<file path="config.mk">
export PLATFORM = sky130hd
export DESIGN_NAME = sorted_insert_priority_queue_core
export DESIGN_NICKNAME = d
export VERILOG_FILES = /design/src/hw/rtl/spq_pkg.sv /design/src/hw/rtl/spq_cell.sv /design/src/hw/rtl/sorted_insert_priority_queue_core.sv
export SDC_FILE = /design/constraint.sdc
export NUM_CORES = 2
export LEC_CHECK = 0
export BUFFER_PORTS_ARGS = -buffer_cell sky130_fd_sc_hd__buf_4
export CORE_MARGIN = 2
export CORE_UTILIZATION = 30
export CTS_CLUSTER_SIZE = 24
export DETAILED_ROUTE_END_ITERATION = 12
export PLACE_DENSITY_LB_ADDON = 0.12
export SLEW_MARGIN = 30
export SYNTH_ARGS = -nofsm -noshare
export SYNTH_HDL_FRONTEND = slang
export SYNTH_SLANG_ARGS = --single-unit
</file>
<file path="constraint.sdc">
create_clock -name clk_i -period 10.46 [get_ports clk_i]
set_clock_uncertainty 0.15 [all_clocks]
set_input_delay 1.046 -clock clk_i [delete_from_list [all_inputs] [get_ports clk_i]]
set_output_delay 1.046 -clock clk_i [all_outputs]
set_load 0.005 [all_outputs]
</file>
<file path="src/hw/rtl/spq_pkg.sv">
`timescale 1ns / 1ps
// ----------------------------------------------------------------------------
// Sorted-insert priority queue package
// Shared types, codes and widths for the queue cells and the top level.
// ----------------------------------------------------------------------------
package spq_pkg;

  localparam int unsigned DefaultDepth = 16;
  localparam int unsigned KeyW   = 32;
  localparam int unsigned PriceW = 32;
  localparam int unsigned FillW  = 5;

  typedef enum logic {
    OP_INSERT = 1'b0,
    OP_POP    = 1'b1
  } spq_op_e;

  typedef enum logic [1:0] {
    ST_DONE  = 2'd0,
    ST_FULL  = 2'd1,
    ST_EMPTY = 2'd2
  } spq_status_e;

  // Per-cycle command broadcast to every cell.
  typedef struct packed {
    logic ins;
    logic pop;
  } spq_ctrl_t;

endpackage

</file>
<file path="src/hw/rtl/spq_cell.sv">
`timescale 1ns / 1ps
// ----------------------------------------------------------------------------
// Priority queue cell
// Holds one entry, compares it with the key being inserted and takes its
// new contents from itself, its left neighbor, its right neighbor or the
// request.
// ----------------------------------------------------------------------------
module spq_cell import spq_pkg::*; #(
  parameter int unsigned IDX   = 0,
  parameter int unsigned CNT_W = 5
) (
  input  logic                     clk_i,
  input  spq_ctrl_t                ctrl_i,
  input  logic [CNT_W-1:0]         count_i,
  input  logic signed [KeyW-1:0]   new_key_i,
  input  logic [PriceW-1:0]        new_price_i,
  input  logic                     prev_flag_i,
  input  logic signed [KeyW-1:0]   prev_key_i,
  input  logic [PriceW-1:0]        prev_price_i,
  input  logic signed [KeyW-1:0]   next_key_i,
  input  logic [PriceW-1:0]        next_price_i,
  output logic signed [KeyW-1:0]   key_o,
  output logic [PriceW-1:0]        price_o,
  output logic                     flag_o
);

  logic signed [KeyW-1:0] key_q, key_d;
  logic [PriceW-1:0]      price_q, price_d;
  logic                   occupied;

  assign occupied = (count_i > CNT_W'(IDX));
  // The new entry lands at or left of this cell when the cell is free or
  // its key is not smaller than the new key.
  assign flag_o   = !occupied || !(key_q < new_key_i);

  always_comb begin
    key_d   = key_q;
    price_d = price_q;
    if (ctrl_i.ins && flag_o) begin
      if (prev_flag_i) begin
        key_d   = prev_key_i;
        price_d = prev_price_i;
      end else begin
        key_d   = new_key_i;
        price_d = new_price_i;
      end
    end else if (ctrl_i.pop) begin
      key_d   = next_key_i;
      price_d = next_price_i;
    end
  end

  always_ff @(posedge clk_i) begin
    key_q   <= key_d;
    price_q <= price_d;
  end

  assign key_o   = key_q;
  assign price_o = price_q;

endmodule

</file>
<file path="src/hw/rtl/sorted_insert_priority_queue_core.sv">
`timescale 1ns / 1ps
// ----------------------------------------------------------------------------
// Sorted-insert priority queue core
// Keeps up to DEPTH key/price entries in ascending key order in a row of
// cells and answers insert and pop requests.
// ----------------------------------------------------------------------------
// Usage:
//   The input channel takes one request (op, key, price) when in_valid_i and
//   in_ready_o are both high. An insert places the entry ahead of all stored
//   entries with a key not smaller; a pop returns the smallest entry.
//   Every request gives exactly one result on the output channel, taken when
//   out_valid_o and out_ready_i are both high. A full insert or an empty pop
//   leaves the store unchanged and reports it in status_o.
//   The result shows in the cycle after acceptance.
//   Throughput is one request per cycle while the receiver takes results; every
//   cell compares and shifts in parallel, so the store update finishes in the accepting cycle.
//   The output register frees in the same cycle it is taken, so a request
//   is accepted while the previous result is being taken.
//   When the receiver stalls, the result holds and in_ready_o drops until it
//   is taken. Reset empties the store and clears the output valid.
// ----------------------------------------------------------------------------
module sorted_insert_priority_queue_core import spq_pkg::*; #(
  parameter int unsigned DEPTH = DefaultDepth
) (
  input  logic                    clk_i,
  input  logic                    rst_ni,
  input  logic                    in_valid_i,
  output logic                    in_ready_o,
  input  logic                    op_i,
  input  logic signed [KeyW-1:0]  key_i,
  input  logic [PriceW-1:0]       price_i,
  output logic                    out_valid_o,
  input  logic                    out_ready_i,
  output logic signed [KeyW-1:0]  out_key_o,
  output logic [PriceW-1:0]       out_price_o,
  output logic [1:0]              status_o,
  output logic [FillW-1:0]        fill_o
);

  localparam int unsigned CntW = $clog2(DEPTH + 1);

  logic [CntW-1:0]        count_q, count_d;
  logic                   accept, full, empty;
  spq_ctrl_t              ctrl;
  spq_status_e            status;

  logic signed [KeyW-1:0] cell_key  [DEPTH];
  logic [PriceW-1:0]      cell_price[DEPTH];
  logic                   cell_flag [DEPTH];

  logic                   out_valid_q;
  logic signed [KeyW-1:0] out_key_q;
  logic [PriceW-1:0]      out_price_q;
  spq_status_e            status_q;
  logic [FillW-1:0]       fill_q;

  assign in_ready_o = !out_valid_q || out_ready_i;
  assign accept     = in_valid_i && in_ready_o;
  assign full       = (count_q == CntW'(DEPTH));
  assign empty      = (count_q == '0);

  assign ctrl.ins = accept && (op_i == OP_INSERT) && !full;
  assign ctrl.pop = accept && (op_i == OP_POP) && !empty;

  always_comb begin
    count_d = count_q;
    if (ctrl.ins) begin
      count_d = count_q + CntW'(1);
    end else if (ctrl.pop) begin
      count_d = count_q - CntW'(1);
    end
  end

  always_comb begin
    status = ST_DONE;
    if (op_i == OP_INSERT && full) begin
      status = ST_FULL;
    end else if (op_i == OP_POP && empty) begin
      status = ST_EMPTY;
    end
  end

  for (genvar i = 0; i < DEPTH; i++) begin : g_cell
    logic                   prev_flag;
    logic signed [KeyW-1:0] prev_key, next_key;
    logic [PriceW-1:0]      prev_price, next_price;

    if (i == 0) begin : g_head
      assign prev_flag  = 1'b0;
      assign prev_key   = '0;
      assign prev_price = '0;
    end else begin : g_body
      assign prev_flag  = cell_flag[i-1];
      assign prev_key   = cell_key[i-1];
      assign prev_price = cell_price[i-1];
    end

    if (i == DEPTH - 1) begin : g_tail
      assign next_key   = cell_key[i];
      assign next_price = cell_price[i];
    end else begin : g_inner
      assign next_key   = cell_key[i+1];
      assign next_price = cell_price[i+1];
    end

    spq_cell #(
      .IDX  (i),
      .CNT_W(CntW)
    ) u_cell (
      .clk_i       (clk_i),
      .ctrl_i      (ctrl),
      .count_i     (count_q),
      .new_key_i   (key_i),
      .new_price_i (price_i),
      .prev_flag_i (prev_flag),
      .prev_key_i  (prev_key),
      .prev_price_i(prev_price),
      .next_key_i  (next_key),
      .next_price_i(next_price),
      .key_o       (cell_key[i]),
      .price_o     (cell_price[i]),
      .flag_o      (cell_flag[i])
    );
  end

  always_ff @(posedge clk_i or negedge rst_ni) begin
    if (!rst_ni) begin
      count_q     <= '0;
      out_valid_q <= 1'b0;
    end else begin
      count_q <= count_d;
      if (accept) begin
        out_valid_q <= 1'b1;
      end else if (out_ready_i) begin
        out_valid_q <= 1'b0;
      end
    end
  end

  always_ff @(posedge clk_i) begin
    if (accept) begin
      out_key_q   <= ctrl.pop ? cell_key[0] : '0;
      out_price_q <= ctrl.pop ? cell_price[0] : '0;
      status_q    <= status;
      fill_q      <= FillW'(count_d);
    end
  end

  assign out_valid_o = out_valid_q;
  assign out_key_o   = out_key_q;
  assign out_price_o = out_price_q;
  assign status_o    = status_q;
  assign fill_o      = fill_q;

endmodule

</file>
==> impl_metrics.ini <==
[run_status]
outcome = completed

[floorplanning]
die_w_um = 469.3
row_count = 170
io_pins = 142
coreArea_um2 = 214800
initial_core_util_pct = 30.23
fp.dieArea_um2 = 220200
die_h_um = 469.3

[placement]
preCtsSetupSlack_ps = 3416
gp_congestion = 0.8623
port_buffers = 141
hpwlAfterDp_mm = 146.0

[power_and_ir_drop]
p_leak_nw = 29.53
netSwitchingFraction_pct = 37.60
comb_power_share_pct = 34.9
ir_worst_vdd_v = 0.0001748
seq_power_share_pct = 37.6
p_int_w = 0.01093
power.density_nw_per_um2 = 238.1
p_sw_w = 0.006584
clock_power_share_pct = 27.5

[worst_setup_path]
r2r_cells = 10
crit_path_max_fanout = 56
path_delay_family = buffers and inverters
critical_path_required_ps = 10750
critical_path_class = in -> reg
slowest_delay_ps = 750
cp_num_buf_inv = 4
crit_chain = buf_4, inv_1, ha_1, nand4_1, nor4_2, o211ai_1, a31oi_1, o21ai_0, o311ai_4, buf_4, nand2_4, buf_4
cp-endpoint = g_cell[7].u_cell.price_o[20]$_DFFE_PP_
critPathMostFrequentCell = buf_4
critPathCaptureType = register
critical_path.slowest_cell = a31oi_1
r2r-end = g_cell[7].u_cell.price_o[20]$_DFFE_PP_
reg2reg_slack_ps = 4830
cp-startpoint = key_i[30]
worst-path-stages = 12
r2r_start = g_cell[7].u_cell.key_o[31]$_DFFE_PP_
arrival_ps = 6370
critPathLaunchType = input pin

[timing]
setup_violations = 0
min_period_ps = 6083
period_share_pct = 58.15
max_slew_margin_pct = 28.92
hold_viol_final = 0
grt_setup_unrepaired = no
drv_slew = 0
final.setup.tns_ps = 0
max_freq_ghz = 0.1644
tightestPinTransition_ps = 1057
setup_ws_ps = 4377

[global_route]
antenna_found_initial = 6
grt_pass1_vias = 47029
grt_pass1_wl_mm = 320.2
grt-ovfl-total = 0
grt_max_degree = 88
grt_use_total_pct = 19.30

[routing]
ant_nets = 0
routed_wl_mm = 217.3
vias = 46819
drt_iter0_markers = 3480
drc = 0
routed_via_density = 5.229
dr.pass1.iters = 5
wl_per_cell_um = 24.27

[synthesis]
ys_ff_latch = 1101
async_reset_ff_share_pct = 0.5450
ys_seq_area_share_pct = 50.86
netlist.area_leader.share_pct = 50.63
synth_flop_cell = edfxtp_1
synthCells = 6017
syn_area_per_cell_um2 = 10.79
synthTopCellsByArea = edfxtp_1 (51%), mux2i_1 (12%), ha_1 (9.7%), a21oi_1 (6.5%), nand2_1 (3.9%)
synth_enable_flop_cells = 1095
synth_top_area_cell = edfxtp_1
yosysWarnings = 0
synthesis.area_um2 = 64950
ys_types = 74
synth_fp_nets = 6587

[clock_network]
cts_tree = yes
numCtsBuffers = 142
post-cts-setup-buffer-count = 0
clk_pin_slew_ps = 60
insertion_delay_ps = 810
cts.sinks = 1101
h-tree-depth = 4
ctsLongestPathBuffers = 3
root_buffer = clkbuf_16

[cells_and_area]
area_growth_pct = 13.23
final_nets = 6566
final_util_pct = 34.23
drive_gt1_share_pct = 9.543

[min_path]
min_path_type = in -> reg
hold_depth = 2

[job]
drv_cap = 0
cells by family after synthesis:
group | after synthesis | share of synthesized area, %
AOI/OAI and AO/OA | 1581 | 13.05
muxes | 868 | 13.57
and+or+nand+nor | 1496 | 9.758
DFF | 1101 | 50.86
xor gates and xnor gates | 3 | 0.04046
buffers and inverters | 467 | 3.073
adders and majority gates | 501 | 9.652
timing repair:
action                    4_1_cts  5_1_grt
hold endpoints to repair        6        0
gates resized for setup         0        0
hold buffers                    1        0
state kept, by name, indices dropped and copies added (netlist names):
name                   cells
g_cell.u_cell.key_o      512
g_cell.u_cell.price_o    512
out_key_o                 32
out_price_o               32
count_q                    5
fill_o                     5
status_o                   2
out_valid_o                1
cells in the final DEF, fill, tap and decap left out, types with 48 or more instances in the layout:
cell and n:
nand2_1 674, mux2_2 98, a21oi_1 834, and2_1 67
clkbuf_16 142, clkbuf_1 51, nand4_1 68, o21ai_0 508
ha_1 501, inv_1 48, buf_4 243, nor2_1 526
mux2i_1 767, edfxtp_1 1095, a31oi_1 74
worst min path at each step:
stage / start / slack, ps / endpoint
after detailed placement: g_cell[8].u_cell.price_o[30]$_DFFE_PP_ / 380 / g_cell[7].u_cell.price_o[30]$_DFFE_PP_
final: in_valid_i / 280 / out_valid_o$_DFFE_PN0P_
after global placement: out_valid_o$_DFFE_PN0P_ / 380 / out_valid_o$_DFFE_PN0P_
after floorplan: g_cell[4].u_cell.price_o[30]$_DFFE_PP_ / 360 / g_cell[3].u_cell.price_o[30]$_DFFE_PP_
after CTS: in_valid_i / 200 / out_valid_o$_DFFE_PN0P_
after global routing: in_valid_i / 230 / out_valid_o$_DFFE_PN0P_
area by class of cell:
cell class | instances | area (um2)
sequential | 1101 | 33030
multi-input combinational | 4449 | 30310
clock inverter | 62 | 721.9
antenna | 6 | 15.01
tap | 2838 | 3551
fill | 21706 | 141300
inverter | 49 | 186.4
timing repair buffer | 253 | 1944
clock buffer | 195 | 3772
metrics by stage:
stage / cells / cell area [um2] / hold slack [ps] / power, W
2_1_floorplan: 6017 / 64950 / 364.7 / 0.01071
3_3_place_gp: 8688 / 68950 / 380.6 / 0.01272
3_5_place_dp: 8689 / 69010 / 384.6 / 0.01281
4_1_cts: 8947 / 73510 / 199.0 / 0.01772
5_1_grt: 8947 / 73520 / 227.4 / 0.01851
6_report: 8953 / 73540 / 280.8 / 0.01751
synth_stat cells, types with 8 or more instances:
master	number
edfxtp_1	1095
a21oi_1	838
mux2i_1	770
nand2_1	682
nor2_1	526
o21ai_0	511
ha_1	501
clkbuf_1	263
buf_2	122
mux2_2	98
a31oi_1	74
and2_1	71
nand4_1	68
inv_1	49
nand3_1	36
a21o_1	32
a211oi_1	23
nand2b_1	23
nor3_1	18
buf_1	14
nor2b_1	14
nor4_1	14
buf_4	12
nor3b_1	12
a211o_1	11
a221oi_1	9
o211ai_1	9
o21a_1	9
and4_1	8
routing by layer:
layer | vias to the layer above | GRT usage (%) | share of wire, %
met5 | - | 0 | 0
met4 | 0 | 5.159 | 2.4
met3 | 231 | 2.574 | 4.4
met2 | 1098 | 31.47 | 46
met1 | 23116 | 26.82 | 47
li1 | 22374 | - | -
power by group through the flow:
stage	registers, W	logic (W)	clock network (W)
detailed placement	0.00666	0.00615	0
global placement	0.00666	0.00607	0
global route	0.00667	0.00671	0.00513
floorplan	0.00645	0.00426	0
finish	0.00658	0.00611	0.00482
CTS	0.00658	0.00616	0.00498
(Power assumes the default switching activity.)
